<file path="src/rtl/tcce_pkg.sv">
// Shared types, constants and helpers of the text console cursor engine.
`default_nettype none
package tcce_pkg;

    // Screen geometry
    localparam int SCREEN_COLUMNS = 80;
    localparam int MAX_ROWS       = 32;

    // Field and state widths
    localparam int CH_W    = 8;
    localparam int COL_W   = 7;
    localparam int ROW_W   = 5;
    localparam int LIM_W   = 6;
    localparam int CNT_W   = 12;
    localparam int ADDR_W  = 12;
    localparam int VAL_W   = 16;
    localparam int OUT_W   = 48;

    // Decoupling queue
    localparam int QUEUE_DEPTH = 2;
    localparam int PTR_W       = $clog2(QUEUE_DEPTH);
    localparam int QCNT_W      = $clog2(QUEUE_DEPTH + 1);

    // Character codes
    localparam logic [CH_W-1:0] CH_NEWLINE   = 8'h0A;
    localparam logic [CH_W-1:0] CH_BACKSPACE = 8'h08;
    localparam logic [CH_W-1:0] CH_TAB       = 8'h09;
    localparam logic [CH_W-1:0] CH_KILL_LINE = 8'h15;
    localparam logic [CH_W-1:0] CH_SPACE     = 8'h20;

    localparam logic [CNT_W-1:0] COUNT_MAX = '1;

    // Reset values of the configuration registers
    localparam logic [VAL_W-1:0] COLOR_RESET = 16'h0700;
    localparam logic [LIM_W-1:0] ROWS_RESET  = 6'd25;

    // Configuration register indexes
    typedef enum logic {
        REG_COLOR_ATTRIBUTE = 1'b0,
        REG_ROWS_IN_USE     = 1'b1
    } t_reg_index;

    // Character classes found by the front end
    typedef enum logic [2:0] {
        K_PRINT,
        K_NEWLINE,
        K_TAB,
        K_BACKSPACE,
        K_IGNORE
    } t_kind;

    // One queued request
    typedef struct packed {
        t_kind           kind;
        logic [CH_W-1:0] ch;
    } t_entry;

    // Queue to back end handshake
    typedef struct packed {
        logic   valid;
        t_entry entry;
    } t_queue_out;

    // One result
    typedef struct packed {
        logic              cell_write;
        logic [ADDR_W-1:0] cell_address;
        logic [VAL_W-1:0]  cell_value;
        logic              clear_after;
        logic              cursor_update;
        logic [ADDR_W-1:0] cursor_position;
    } t_result;

    // Linear cell index of a row and column
    function automatic logic [ADDR_W-1:0] cell_index(input logic [ROW_W-1:0] row,
                                                     input logic [COL_W-1:0] col);
        return ADDR_W'(row) * ADDR_W'(SCREEN_COLUMNS) + ADDR_W'(col);
    endfunction

endpackage
`default_nettype wire

</file>
<file path="src/rtl/tcce_front.sv">
// Front end: accepts characters and classifies them for the back end.
`default_nettype none
module tcce_front import tcce_pkg::*; (
    input  wire logic            i_queue_full,
    input  wire logic            s_axis_tvalid,
    output logic                 s_axis_tready,
    input  wire logic [CH_W-1:0] s_axis_tdata,   // [7:0] character
    output logic                 o_push,
    output t_entry               o_entry
);

    // Accept while the queue has room
    assign s_axis_tready = !i_queue_full;
    assign o_push        = s_axis_tvalid && !i_queue_full;

    // Classify the character byte
    always_comb begin
        o_entry.ch = s_axis_tdata;
        unique case (s_axis_tdata)
            CH_NEWLINE:   o_entry.kind = K_NEWLINE;
            CH_TAB:       o_entry.kind = K_TAB;
            CH_BACKSPACE: o_entry.kind = K_BACKSPACE;
            CH_KILL_LINE: o_entry.kind = K_IGNORE;
            default:      o_entry.kind = K_PRINT;
        endcase
    end

endmodule
`default_nettype wire

</file>
<file path="src/rtl/tcce_queue.sv">
// Short queue that decouples the front end from the back end.
`default_nettype none
module tcce_queue import tcce_pkg::*; (
    input  wire logic   i_clk,
    input  wire logic   i_rst_n,
    input  wire logic   i_push,
    input  wire t_entry i_entry,
    input  wire logic   i_pop,
    output logic        o_full,
    output t_queue_out  o_head
);

    t_entry             r_mem [QUEUE_DEPTH];
    logic [PTR_W-1:0]   r_wr_ptr, n_wr_ptr;
    logic [PTR_W-1:0]   r_rd_ptr, n_rd_ptr;
    logic [QCNT_W-1:0]  r_count, n_count;

    assign o_full       = (r_count == QCNT_W'(QUEUE_DEPTH));
    assign o_head.valid = (r_count != '0);
    assign o_head.entry = r_mem[r_rd_ptr];

    // Advance pointers and fill count
    always_comb begin
        n_wr_ptr = i_push ? r_wr_ptr + 1'b1 : r_wr_ptr;
        n_rd_ptr = i_pop  ? r_rd_ptr + 1'b1 : r_rd_ptr;
        n_count  = r_count + QCNT_W'(i_push) - QCNT_W'(i_pop);
    end

    always_ff @(posedge i_clk) begin
        if (!i_rst_n) begin
            r_wr_ptr <= '0;
            r_rd_ptr <= '0;
            r_count  <= '0;
        end else begin
            r_wr_ptr <= n_wr_ptr;
            r_rd_ptr <= n_rd_ptr;
            r_count  <= n_count;
        end
    end

    // Store pushed entries
    always_ff @(posedge i_clk) begin
        if (i_push) begin
            r_mem[r_wr_ptr] <= i_entry;
        end
    end

endmodule
`default_nettype wire

</file>
<file path="src/rtl/tcce_back.sv">
// Back end: cursor state, configuration registers and the result register.
`default_nettype none
module tcce_back import tcce_pkg::*; (
    input  wire logic             i_clk,
    input  wire logic             i_rst_n,
    input  wire logic             i_cfg_we,
    input  wire logic             i_cfg_index,
    input  wire logic [VAL_W-1:0] i_cfg_data,
    input  wire t_queue_out       i_head,
    output logic                  o_pop,
    output logic                  o_valid,
    input  wire logic             i_ready,
    output t_result               o_result
);

    logic [VAL_W-1:0] r_color;
    logic [LIM_W-1:0] r_rows;
    logic [COL_W-1:0] r_col, n_col;
    logic [ROW_W-1:0] r_row, n_row;
    logic [CNT_W-1:0] r_cnt, n_cnt;
    logic             r_valid;
    t_result          r_result, n_result;

    logic [LIM_W-1:0] limit;
    logic [LIM_W-1:0] row_inc;
    logic [COL_W:0]   tab_col;
    logic [COL_W:0]   next_col;
    logic             adv;
    logic             wr;
    logic             mv;
    logic             use_new;
    logic [ROW_W-1:0] cell_row;
    logic [COL_W-1:0] cell_col;

    // Load the result register when it is empty or being taken
    assign o_pop    = i_head.valid && (!r_valid || i_ready);
    assign o_valid  = r_valid;
    assign o_result = r_result;

    // Effective row limit: clamp to the screen, zero acts as one
    always_comb begin
        if (r_rows > LIM_W'(MAX_ROWS)) begin
            limit = LIM_W'(MAX_ROWS);
        end else if (r_rows == '0) begin
            limit = LIM_W'(1);
        end else begin
            limit = r_rows;
        end
    end

    // Work out the next cursor and the result
    always_comb begin
        row_inc  = LIM_W'(r_row) + LIM_W'(1);
        tab_col  = {1'b0, r_col[COL_W-1:3], 3'b000} + (COL_W+1)'(8);
        next_col = (COL_W+1)'(r_col) + (COL_W+1)'(1);
        n_col    = r_col;
        n_row    = r_row;
        n_cnt    = r_cnt;
        adv      = 1'b0;
        wr       = 1'b0;
        mv       = 1'b0;
        use_new  = 1'b0;
        n_result = '0;

        unique case (i_head.entry.kind)
            K_NEWLINE: begin
                adv   = 1'b1;
                n_cnt = '0;
                mv    = 1'b1;
            end
            K_IGNORE: begin
                mv = 1'b0;
            end
            K_BACKSPACE: begin
                if (r_cnt != '0) begin
                    if (r_col == '0) begin
                        n_col = COL_W'(SCREEN_COLUMNS - 1);
                        if (r_row != '0) begin
                            n_row = r_row - 1'b1;
                        end
                    end else begin
                        n_col = r_col - 1'b1;
                    end
                    wr      = 1'b1;
                    use_new = 1'b1;
                    n_cnt   = r_cnt - 1'b1;
                    mv      = 1'b1;
                end
            end
            K_TAB: begin
                if (tab_col >= (COL_W+1)'(SCREEN_COLUMNS)) begin
                    adv = 1'b1;
                end else begin
                    n_col = tab_col[COL_W-1:0];
                end
                if (r_cnt != COUNT_MAX) begin
                    n_cnt = r_cnt + 1'b1;
                end
                mv = 1'b1;
            end
            K_PRINT: begin
                wr = 1'b1;
                if (next_col >= (COL_W+1)'(SCREEN_COLUMNS)) begin
                    adv = 1'b1;
                end else begin
                    n_col = next_col[COL_W-1:0];
                end
                if (r_cnt != COUNT_MAX) begin
                    n_cnt = r_cnt + 1'b1;
                end
                mv = 1'b1;
            end
            default: begin
                mv = 1'b0;
            end
        endcase

        // Move to the next line, wrapping to the top with a clear
        if (adv) begin
            n_col = '0;
            if (row_inc >= limit) begin
                n_row                = '0;
                n_result.clear_after = 1'b1;
            end else begin
                n_row = row_inc[ROW_W-1:0];
            end
        end

        cell_row = use_new ? n_row : r_row;
        cell_col = use_new ? n_col : r_col;
        if (wr) begin
            n_result.cell_write   = 1'b1;
            n_result.cell_address = cell_index(cell_row, cell_col);
            n_result.cell_value   = (use_new ? VAL_W'(CH_SPACE) : VAL_W'(i_head.entry.ch))
                                    | r_color;
        end

        // Drop the cursor write while the cursor sits outside the screen
        if (mv && (n_col < COL_W'(SCREEN_COLUMNS)) && (LIM_W'(n_row) < limit)) begin
            n_result.cursor_update   = 1'b1;
            n_result.cursor_position = cell_index(n_row, n_col);
        end
    end

    // Control state, cursor and configuration
    always_ff @(posedge i_clk) begin
        if (!i_rst_n) begin
            r_valid <= 1'b0;
            r_col   <= '0;
            r_row   <= '0;
            r_cnt   <= '0;
            r_color <= COLOR_RESET;
            r_rows  <= ROWS_RESET;
        end else begin
            if (o_pop) begin
                r_valid <= 1'b1;
                r_col   <= n_col;
                r_row   <= n_row;
                r_cnt   <= n_cnt;
            end else if (i_ready) begin
                r_valid <= 1'b0;
            end
            if (i_cfg_we) begin
                unique case (t_reg_index'(i_cfg_index))
                    REG_COLOR_ATTRIBUTE: r_color <= i_cfg_data;
                    REG_ROWS_IN_USE:     r_rows  <= i_cfg_data[LIM_W-1:0];
                    default:             r_rows  <= r_rows;
                endcase
            end
        end
    end

    // Hold the result payload
    always_ff @(posedge i_clk) begin
        if (o_pop) begin
            r_result <= n_result;
        end
    end

endmodule
`default_nettype wire

</file>
<file path="src/rtl/text_console_cursor_engine_top.sv">
// Top level of the text console cursor engine.
//
//  channel   direction  bits  contents
//  s_axis    in         8     character
//  m_axis    out        48    cell and cursor result, one per character
//  i_cfg     in         16    register write: 0 color attribute, 1 rows in use
//
// One character per cycle sustained while m_axis_tready stays high; a taken request is
// written into the queue and then popped into the result register, where it is valid.
// The two-entry queue keeps taking requests while the result register is stalled.
// Synchronous active-low reset clears the cursor, count, queue and result valid,
// and loads color 0x0700 and 25 rows.
`default_nettype none
module text_console_cursor_engine_top import tcce_pkg::*; (
    input  wire logic             i_clk,
    input  wire logic             i_rst_n,
    input  wire logic             s_axis_tvalid,
    output logic                  s_axis_tready,
    input  wire logic [CH_W-1:0]  s_axis_tdata,   // [7:0] character
    output logic                  m_axis_tvalid,
    input  wire logic             m_axis_tready,
    // [0] cell_write, [12:1] cell_address, [28:13] cell_value, [29] clear_after,
    // [30] cursor_update, [42:31] cursor_position, [47:43] zero
    output logic [OUT_W-1:0]      m_axis_tdata,
    input  wire logic             i_cfg_we,
    input  wire logic             i_cfg_index,
    input  wire logic [VAL_W-1:0] i_cfg_data
);

    logic       push;
    logic       pop;
    logic       queue_full;
    t_entry     entry;
    t_queue_out head;
    t_result    result;

    tcce_front u_front (
        .i_queue_full  (queue_full),
        .s_axis_tvalid (s_axis_tvalid),
        .s_axis_tready (s_axis_tready),
        .s_axis_tdata  (s_axis_tdata),
        .o_push        (push),
        .o_entry       (entry)
    );

    tcce_queue u_queue (
        .i_clk   (i_clk),
        .i_rst_n (i_rst_n),
        .i_push  (push),
        .i_entry (entry),
        .i_pop   (pop),
        .o_full  (queue_full),
        .o_head  (head)
    );

    tcce_back u_back (
        .i_clk       (i_clk),
        .i_rst_n     (i_rst_n),
        .i_cfg_we    (i_cfg_we),
        .i_cfg_index (i_cfg_index),
        .i_cfg_data  (i_cfg_data),
        .i_head      (head),
        .o_pop       (pop),
        .o_valid     (m_axis_tvalid),
        .i_ready     (m_axis_tready),
        .o_result    (result)
    );

    // Pack the result, first field lowest
    assign m_axis_tdata = {5'b00000,
                           result.cursor_position,
                           result.cursor_update,
                           result.clear_after,
                           result.cell_value,
                           result.cell_address,
                           result.cell_write};

endmodule
`default_nettype wire

</file>
<file path="config.mk">
export PLATFORM = sky130hd
export DESIGN_NAME = text_console_cursor_engine_top
export DESIGN_NICKNAME = d
export VERILOG_FILES = /design/src/rtl/tcce_pkg.sv /design/src/rtl/tcce_front.sv /design/src/rtl/tcce_queue.sv /design/src/rtl/tcce_back.sv /design/src/rtl/text_console_cursor_engine_top.sv
export SDC_FILE = /design/constraint.sdc
export NUM_CORES = 1
export LEC_CHECK = 0
export BUFFER_PORTS_ARGS = -buffer_cell sky130_fd_sc_hd__buf_4
export CORE_MARGIN = 1.5
export CORE_UTILIZATION = 51
export DETAILED_ROUTE_END_ITERATION = 7
export PLACE_DENSITY = 0.71
export SYNTH_ARGS = -nofsm -noshare
export SYNTH_HDL_FRONTEND = slang
export SYNTH_HIERARCHICAL = 1
export SYNTH_SLANG_ARGS = --single-unit
</file>
<file path="constraint.sdc">
create_clock -name i_clk -period 6.7 [get_ports i_clk]
set_clock_uncertainty 0.1 [all_clocks]
set_input_delay 1.005 -clock i_clk [delete_from_list [all_inputs] [get_ports i_clk]]
set_output_delay 1.005 -clock i_clk [all_outputs]
set_load 0.05 [all_outputs]
</file>
; Word-level counts from Yosys, hierarchy flattened
; Memory sizes are Yosys's and may differ from the RTL's. A register that Yosys moved wholly into a read port is not among the register bits.
; Cells that the tools add are included.
[classes]
n_addsub = 13
mul = 2
div_mod_pow = 0
n_lt_le_gt_ge = 6
eq_ne = 11
shift = 0
mux = 37
n_bitwise = 2
reduce_logical = 20
[ops]
columns = cell, count
row1 = $mux W7, 6
row2 = $pmux W12 S3, 1
row3 = $mux W5, 7
row4 = $mux W29, 1
row5 = $add A12 B7 Y12, 2
row6 = $eq A8 B4 Y1 const B, 3
row7 = $mux W12, 2
row8 = $pmux W7 S3, 1
row9 = $ge A8 B7 Y1 const B, 2
row10 = $mul A5 B3 Y8 const B, 2
row11 = $or A16 B16 Y16, 1
row12 = $mux W13, 1
row13 = $add A12 B1 Y12 const B, 1
row14 = $mux W6, 2
row15 = $ne A12 B12 Y1 const B, 1
row16 = $pmux W3 S4, 1
row17 = $reduce_bool A12 Y1, 1
row18 = $sub A12 B1 Y12 const B, 1
row19 = $mux W1, 11
row20 = $add A7 B1 Y8 const B, 1
row21 = $add A7 B4 Y8 const B, 1
row22 = $eq A8 B5 Y1 const B, 1
row23 = $mux W8, 1
row24 = $logic_not A7 Y1, 1
row25 = other kinds (29), 39
[word_totals]
regBits = 94
latchBits = 0
ramBits = 22
rom_bits = 0
inputBits = 30
mem_count = 1
[memory_table]
columns = name, words, word_bits, read_ports, rd_clocked_by_memory_dff, write_ports, line_no
row1 = u_queue.r_mem, 2, 11, 1, 1, 1, tcce_queue.sv:13  ; t_entry r_mem [QUEUE_DEPTH];

; Longest topological paths before layout
; Gate-level depths: netlist (run 1).
[depth]
ltp_word = 10
depth_mapped = 20

; By module
; Netlist (run 1), hierarchy kept.
[modules_own_cells]
columns = mod, instances, cells_each, area_each_um2
row1 = tcce_back, 1, 651, 5838.1
row2 = tcce_queue, 1, 55, 1019.7
row3 = tcce_front, 1, 16, 112.6
row4 = text_console_cursor_engine_top, 1, 6, 41.3

; Least setup slack after synthesis (run 1)
; No wires, ideal clock.
[synth_timing]
kind = register -> register
from = register u_back.r_col[4]
to = register u_back.r_result (netlist bit u_back/o_result[11]) (data pin)
setup_time_ps = 151
arrival_time_ps = 4730
required_time_ps = 6449
slack_ps = 1718
stages_incl_launch_ff = 21
n_path_buf = 2
path_cell_list = dfxtp_1 buf_2 inv_1 ha_1 or3_1 a21o_1 and2_4 a221o_1 buf_6 and3_1 a21oi_1 inv_1 ha_1 ha_1 fa_1 nand2_1 nor2_1 and3_1 o21ai_1 or4_4 a31oi_2
[synth_via]
elab_cells_between_ends = 25
[synth_rtl]
columns = element, line_no
row1 = from (decl), tcce_back.sv:18  ; logic [COL_W-1:0] r_col, n_col;
row2 = from (signal assigned), tcce_back.sv:157  ; r_col <= n_col;
row3 = $add A7 B1 Y8 (tied with other cells), tcce_back.sv:55  ; next_col = (COL_W+1)'(r_col) + (COL_W+1)'(1);
row4 = $ge A8 B7 Y1 (tied with other cells), tcce_back.sv:103  ; if (next_col >= (COL_W+1)'(SCREEN_COLUMNS)) begin
row5 = $mux W1 (tied with other cells), tcce_back.sv:103
row6 = $pmux W1 S3 / $mux W5 (equally long branches), tcce_back.sv:65  ; unique case (i_head.entry.kind)
row7 = $mux W5 *, tcce_back.sv:119  ; if (adv) begin
row8 = net u_back.n_row[1], tcce_back.sv:19  ; logic [ROW_W-1:0] r_row, n_row;
row9 = $mul A5 B3 Y8 / $lt A5 B6 Y1 (equally long branches), "tcce_pkg.sv:77, tcce_back.sv:139"
row10 = $add A12 B7 Y12 / $logic_and A1 B1 Y1 (equally long branches), "tcce_pkg.sv:77, tcce_back.sv:139"
row11 = to (signal assigned), tcce_back.sv:176  ; r_result <= n_result;
row12 = to (decl), tcce_back.sv:22  ; t_result r_result, n_result;
; The timed path passes the listed nets; every way through them passes the cells marked *.
; A chain may end at the register's enable or synchronous reset.

==> summary.md, run 1 <==
| Metric | Value |
|---|---|
| Sinks on the clock net | `117` |
| Clk Latency, worst-skew pair | `0.42 ns` |
| Htree depth | `4` |
| Max-Cap Viols | `0` |
| CP startpoint kind | `flop` |
| Fmax achieved | `~170 MHz` |
| Vias in the first global route | `approximately 5300` |
| Mapped Area | `between 7000 and 8000 um2` |
| Total die area | `around 14000 um2` |
| Syn-to-layout area delta | `16.0%` |
| Post-route ant nets | `0` |
| Buf+Inv Stages, Crit Path | `1` |
| Synth Warn # | `6` |
| Cells after synthesis | `about 730` |
| Unrepaired setup endpoints after global routing | `no` |
| Initial antenna violation count | `0` |
| Via density | `approximately 5.7` |
| Slowest-stage cell, CP | `nor3_1` |
| Residual DRC count | `0` |
| Dpl ws | `0.961 ns` |
| Post-route setup TNS | `0 ns` |
| Hold WS | `between 0.3 and 0.4 ns` |
| TritonCTS Buffers | `17` |
| HPWL after DPL | `around 12000 um` |
| DRC violation total after the first TritonRoute iteration | `455` |
| Register-to-Register Path Depth | `16` |
| WP depth | `16` |
| Fin. Hold Viols | `0` |
| CP endpoint kind | `flop` |
| Number of port buffers | `74` |
| Antenna diode count | `0` |
| Die W | `about 120 um` |
| Sequential fraction of the synthesis area | `0.427` |
| First-pass iteration count of the detailed router | `6` |
| Kind of critical path | `reg2reg` |
| Overall routing resource usage | `0.230` |
| Worst endpoint required time | `between 6 and 7 ns` |
| Yosys reg bits | `between 100 and 150` |
| Average size of a mapped cell | `9.63 um2` |
| Core Util, Final | `0.609` |
| PwrDens | `~530 nW/um2` |
| Clk root buf | `clkbuf_16` |
| Post-CTS Setup Bufs | `0` |
| Largest net degree at the start of global routing | `53` |
| GR Overflow Total | `0` |
| Worst vdd ir | `around 350 uV` |
| Data arrival time of the worst path | `around 6.0 ns` |
| Final setup fails | `0` |
| Top delay family on crit path | `simple AND/OR/NAND/NOR gates` |
| Die Y | `around 120 um` |
| CP Cell Sequence | `mux2_1, nand3b_4, a31o_2, nor3_1, a21oi_1, a21oi_1, inv_1, ha_1, ha_1, fa_1, nand2_1, nor2_1, and3_1, o21ai_1, or4_4, a31oi_2` |
| Async S/R FF share, synth | `0` |
| Drt wl/cell | `16.7 um` |
| Initial Utilization | `0.525` |
| Depth of the worst hold-timing path | `2` |
| P_leak | `roughly 3.4 nW` |
| Cts repair resizes | `0` |
| Worst hold path class | `reg2reg` |
| Minimum clock period | `between 5 and 6 ns` |
| Headroom to the max-slew limit | `0.259` |
| Final Non-Filler Cells | `between 900 and 1000` |
| Placed cells | `around 940` |
| Slew at the pin with the worst max-slew slack | `approximately 1.1 ns` |
| Worst setup margin | `between 0.8 and 0.9 ns` |
| Top FF cell, synth | `edfxtp_1` |
| Total core area | `between 10000 and 15000 um2` |
| Ports | `80` |
| Count of cell types in the netlist | `80` |
| Critical path peak fanout | `20` |
| Outcome | `finished, final reports clean` |
| RD Place Congestion | `just over 0.9` |
| Layout cells sized above 1 | `0.164` |
| Row count | `42` |
| Final period utilization | `0.872` |
| Clk buf depth | `2` |
| Post-synth EDFFs | `65` |
| DRT Wirelength | `between 15000 and 20000 um` |
| First-pass GRT wire length | `25800 um` |
| CTS tree | `done` |
| Nets | `863` |
| Slowest stage delay, CP | `roughly 0.66 ns` |
| Max-slew violations | `0` |
| Post-CTS Hold Buffers | `0` |
| Vias | `between 5000 and 6000` |
| Reg clk slew, reported paths | `roughly 0.060 ns` |
-- stage by stage --
step	power [mW]	instance area (um2)
floorplan	2.88	7030
global placement	3.38	7560
detailed placement	3.42	7560
CTS	4.33	8140
global route	4.57	8140
finish	4.30	8140
-- worst min-delay path, stage by stage, from the launching register on --
cell and delay [ns]:
dfxtp_1 0.31, nand2_1 0.05, nand3_1 0.06
-- routing by layer --
| layer | wire [um] | vias up | track usage |
|---|---|---|---|
| met5 | 0 | - | 0 |
| met2 | 8390 | 183 | 0.405 |
| met4 | 358 | 0 | 0.0941 |
| met1 | 6690 | 2641 | 0.273 |
| li1 | - | 2696 | - |
| met3 | 736 | 33 | 0.0500 |
-- final cells by class --
cell class                 count  area [um2]
clock buffer                  18         429
inverter                      32         120
tap                          176         220
fill                        1130        5210
clock inverter                14         150
timing repair buffer          77         578
sequential                   117        2990
multi-input combinational    537        3640
-- registers in the layout, summed over array words and instances (netlist names), named ones only --
signal	cells
u_queue/r_mem	22
u_back/o_result	43
u_back/r_row	5
u_queue/r_rd_ptr	1
u_back/r_cnt	12
u_queue/r_count	2
u_queue/r_wr_ptr	1
u_back/o_valid	1
u_back/r_color	16
u_back/r_col	7
u_back/r_rows	6
-- path summary, 6_finish.rpt --
kind | from | endpoint | slack, ns
worst max-delay path | flop | u_back/o_result[11]$_SDFFCE_PN0P_ | 0.86
worst min-delay path | u_back/r_color[9]$_SDFFE_PN1P_ | u_back/r_color[9]$_SDFFE_PN1P_ | 0.36
worst max register to register | flop | u_back/o_result[11]$_SDFFCE_PN0P_ | 0.86
worst min register to register | u_back/r_color[9]$_SDFFE_PN1P_ | u_back/r_color[9]$_SDFFE_PN1P_ | 0.36
-- layout by cell type (no fill, tap or decap), types with 22 or more instances in the layout --
master and count:
and2_1 23, dfxtp_1 52, nor2_1 58, buf_4 77
nand2_1 82, inv_1 29, nor2b_1 22, edfxtp_1 65
o21ai_0 25, a21oi_1 39, ha_1 46, nand3_1 26
-- cells by family after synthesis --
group                      share of synthesized area
xor gates and xnor gates                      0.0444
and+or+nand+nor                                0.196
AOI/OAI and AO/OA                              0.155
muxes                                         0.0259
DFF                                            0.427
other                                       0.000535
buffers and inverters                         0.0555
adders and majority gates                     0.0964
-- power by group --
group	leakage (nW)	switching (mW)	internal, mW	total [mW]
clock	0.277	0.335	0.550	0.885
sequential	1.06	0.145	1.03	1.17
combinational	2.04	1.47	0.774	2.25
total	3.37	1.95	2.35	4.30
-- synthesized netlist by cell type, drive strengths merged (6+ instances only) --
master  instances  area [um2]
a21boi         21         158
a21o           13        97.6
a21oi          39         195
a31oi           8        62.6
and2           24         153
buf            26         194
clkbuf         20        75.1
dfxtp          52        1040
edfxtp         65        1950
ha             46         576
inv            31         116
mux2           11         124
nand2          82         308
nand2b          7        43.8
nand3          27         140
nand4           9        56.3
nor2           58         218
nor2b          22         138
nor3           12        60.1
nor3b           6        45.0
nor4            7        43.8
o21ai          27         135
xnor2          20         175
xor2           13         114
No activity file was read; power rests on OpenSTA's default activity.
==> inputs of run 2 (changes only) <==
SYNTH_HIERARCHICAL = default   (was 1)
==> summary.md, run 2 <==
| Metric | Value |
|---|---|
| Clk root buf | `clkbuf_16` |
| RD Place Congestion | `0.909 (-1.1%)` |
| Overall routing resource usage | `0.232 (+0.00176)` |
| Max-Cap Viols | `0 (unchanged)` |
| First-pass iteration count of the detailed router | `5 (-1)` |
| Filler cells | `1112 (-1.6%)` |
| DRC violation total after the first TritonRoute iteration | `272 (-40%)` |
| Die W | `120 um (-0.36%)` |
| Row count | `42 (unchanged)` |
| Crit path launch | `u_back.r_col[3]$_SDFFE_PN0P_` |
| Nets | `856 (-0.81%)` |
| Antenna diode count | `0 (unchanged)` |
| Residual DRC count | `0 (unchanged)` |
| Average size of a mapped cell | `9.71 um2 (+0.79%)` |
| Routed met2 length | `7680 um (-8.5%)` |
| Ports | `80 (unchanged)` |
| Number of port buffers | `74 (unchanged)` |
| Cells after synthesis | `717 (-1.5%)` |
| RR Startpoint | `u_back.r_col[3]$_SDFFE_PN0P_` |
| Mapped Area | `6960 um2 (-0.73%)` |
| Max-slew violations | `0 (unchanged)` |
| Initial Utilization | `0.524 (-0.00178)` |
| Total core area | `13300 um2 (-0.39%)` |
| Area contributors post-synth | `edfxtp_1, dfxtp_1, ha_1` |
| PwrDens | `507 nW/um2 (-4.1%)` |
| Via density | `5.64 (-1.4%)` |
| Reg clk slew, reported paths | `0.06 ns (about the same)` |
| Dpl ws | `1.75 ns (+0.793 ns)` |
| Critical path peak fanout | `20 (unchanged)` |
| Commonest cells post-synth | `nand2_1, edfxtp_1, dfxtp_1` |
| Post-route ant nets | `0 (unchanged)` |
| FF+latch area | `2990 um2 (unchanged)` |
| Most frequent cells in the layout | `nand2_1, buf_4, edfxtp_1` |
| Largest net degree at the start of global routing | `55 (+3.8%)` |
| Met1 Wirelength | `7180 um (+7.3%)` |
| Synth area leader | `edfxtp_1` |
| Minimum clock period | `5.04 ns (-0.802 ns)` |
| Post-synth EDFFs | `65 (unchanged)` |
| Worst vdd ir | `303 uV (-15%)` |
| Async S/R FF share, synth | `0 (unchanged)` |
| Top Layer Used | `met4` |
| HPWL after DPL | `11400 um (-1.2%)` |
| Final Non-Filler Cells | `967 (-0.41%)` |
| Worst hold path startpoint | `u_back.r_color[9]$_SDFFE_PN1P_` |
| R2R Path End | `u_back.o_result[11]$_SDFFCE_PN0P_` |
| Top FF cell, synth | `edfxtp_1` |
| Initial antenna violation count | `0 (unchanged)` |
| Post-route setup TNS | `0 ns (unchanged)` |
| Yosys reg bits | `117 (unchanged)` |
| Multi-input logic area | `3640 um2 (-0.21%)` |
| GR Overflow Total | `0 (unchanged)` |
| Sinks on the clock net | `117 (unchanged)` |
| Outcome | `finished, final reports clean` |
| Placed cells | `935 (-0.43%)` |
| Final period utilization | `0.752 (-0.120)` |
| Slew at the pin with the worst max-slew slack | `1.02 ns (-0.0840 ns)` |
| Max reg flops | `43 (unchanged)` |
| CP startpoint kind | `flop` |
| TritonCTS Buffers | `17 (unchanged)` |
| DRT Wirelength | `15900 um (-1.9%)` |
| Depth of the worst hold-timing path | `2 (unchanged)` |
| Worst hold path class | `reg2reg` |
| Worst endpoint required time | `6.87 ns (about the same)` |
| Syn-to-layout area delta | `17.1%` |
| Vias in the first global route | `5366 (+0.37%)` |
| Drt wl/cell | `16.4 um (-1.5%)` |
| Kind of critical path | `reg2reg` |
| Post-CTS Hold Buffers | `0 (unchanged)` |
| Synth Warn # | `0 (-6)` |
| Top-count cell post-synth | `nand2_1` |
| Total die area | `14400 um2 (-0.71%)` |
| Fin. Hold Viols | `0 (unchanged)` |
| Vias | `5453 (-1.8%)` |
| First-pass GRT wire length | `26200 um (+1.4%)` |
| Worst setup margin | `1.66 ns (+0.802 ns)` |
| Cts repair resizes | `0 (unchanged)` |
| Clk Latency, worst-skew pair | `0.42 ns (about the same)` |
| Sequential fraction of the synthesis area | `0.430 (+0.00315)` |
| Fmax achieved | `198 MHz (+16%)` |
| Core Util, Final | `0.613 (+0.00363)` |
| Die Y | `120 um (-0.36%)` |
| Htree depth | `4 (unchanged)` |
| Register-to-Register Path Depth | `16 (unchanged)` |
| Count of cell types in the netlist | `83 (+3.8%)` |
| Headroom to the max-slew limit | `0.315 (+0.0561)` |
| Clk buf depth | `2 (unchanged)` |
| Hold EP | `u_back.r_color[9]$_SDFFE_PN1P_` |
| R2r setup slk | `1.66 ns (+0.80 ns)` |
| CTS tree | `done` |
| Unrepaired setup endpoints after global routing | `no` |
| CP endpoint kind | `flop` |
| Synth top area share | `0.280 (+0.00205)` |
| Layout cells sized above 1 | `0.200 (+0.0362)` |
| Met3 wire length | `715 um (-2.9%)` |
| Post-CTS Setup Bufs | `0 (unchanged)` |
| Final setup fails | `0 (unchanged)` |
| P_leak | `3.37 nW (about the same)` |
| Data arrival time of the worst path | `5.21 ns (-0.79 ns)` |
[run 2: cell types whose count changed after synthesis, moves of 5 or more]
cell,previous run,this run
mux2_1,10,0
nor2b_1,22,31
o211a_1,2,7
buf_4,16,7
mux2_2,1,11
nor2_1,58,39
and2_1,23,14
inv_1,29,35
nand2_1,82,77
xor2_1,13,8
o31ai_1,5,0
nor2_2,0,8
[run 2: layout make-up]
type / instances / share of cell area
multi-input cells: 527 / 0.446
flip-flops and latches: 117 / 0.367
repair buffers: 77 / 0.0709
clock buffers: 18 / 0.0539
well taps: 176 / 0.0270
inverters: 38 / 0.0175
clock inverters: 14 / 0.0173
[run 2: worst max-delay path, stage by stage (launching register included)]
cell,delay [ns]
dfxtp_1,0.44
ha_1,0.32
and4_4,0.22
or4_4,0.48
and3_4,0.21
o221ai_4,0.48
nor2_1,0.11
a31oi_1,0.32
inv_1,0.16
ha_1,0.32
ha_1,0.23
fa_1,0.42
xor2_1,0.31
nand3_1,0.18
nor3b_1,0.28
o21ai_0,0.18
a21oi_2,0.15
[run 2: report_power, final]
part / total [mW] / internal, mW / switching, mW
logic: 2.10 / 0.722 / 1.37
clock network: 0.881 / 0.530 / 0.352
registers: 1.16 / 1.02 / 0.137
total: 4.13 / 2.27 / 1.86
[run 2: logic make-up (layout without fill, tap and decap cells)]
| logic type | Yosys count | count (layout) | synth area share |
|---|---|---|---|
| fa+ha+maj | 48 | 48 | 0.0917 |
| xor+xnor | 26 | 26 | 0.0327 |
| flops | 117 | 117 | 0.430 |
| other cells | 1 | 5 | 0.000539 |
| buf+inv | 77 | 147 | 0.0496 |
| mux | 16 | 16 | 0.0250 |
| simple gates | 272 | 272 | 0.209 |
| compound gates | 160 | 160 | 0.162 |
[run 2: worst max-delay path by stage]
stage	endpoint	slack, ns
finish	u_back.o_result[11]$_SDFFCE_PN0P_	1.66
global route	u_back.o_result[11]$_SDFFCE_PN0P_	1.43
CTS	u_back.o_result[11]$_SDFFCE_PN0P_	1.74
detailed placement	u_back.o_result[11]$_SDFFCE_PN0P_	1.75
global placement	u_back.o_result[10]$_SDFFCE_PN0P_	1.95
floorplan	u_back.o_result[10]$_SDFFCE_PN0P_	2.34
[run 2: metal layers]
metal / vias to the layer above / GRT usage
li1: 2692 / -
met1: 2579 / 0.302
met2: 155 / 0.381
met3: 27 / 0.0452
met4: 0 / 0.0930
met5: - / 0
[run 2: per-stage QoR]
step	hold WS, ns	area (um2)	power, mW
after floorplan	0.333	6980	2.76
after global placement	0.341	7570	3.22
after detailed placement	0.350	7570	3.25
after CTS	0.362	8150	4.15
after global routing	0.383	8150	4.39
final	0.358	8150	4.13
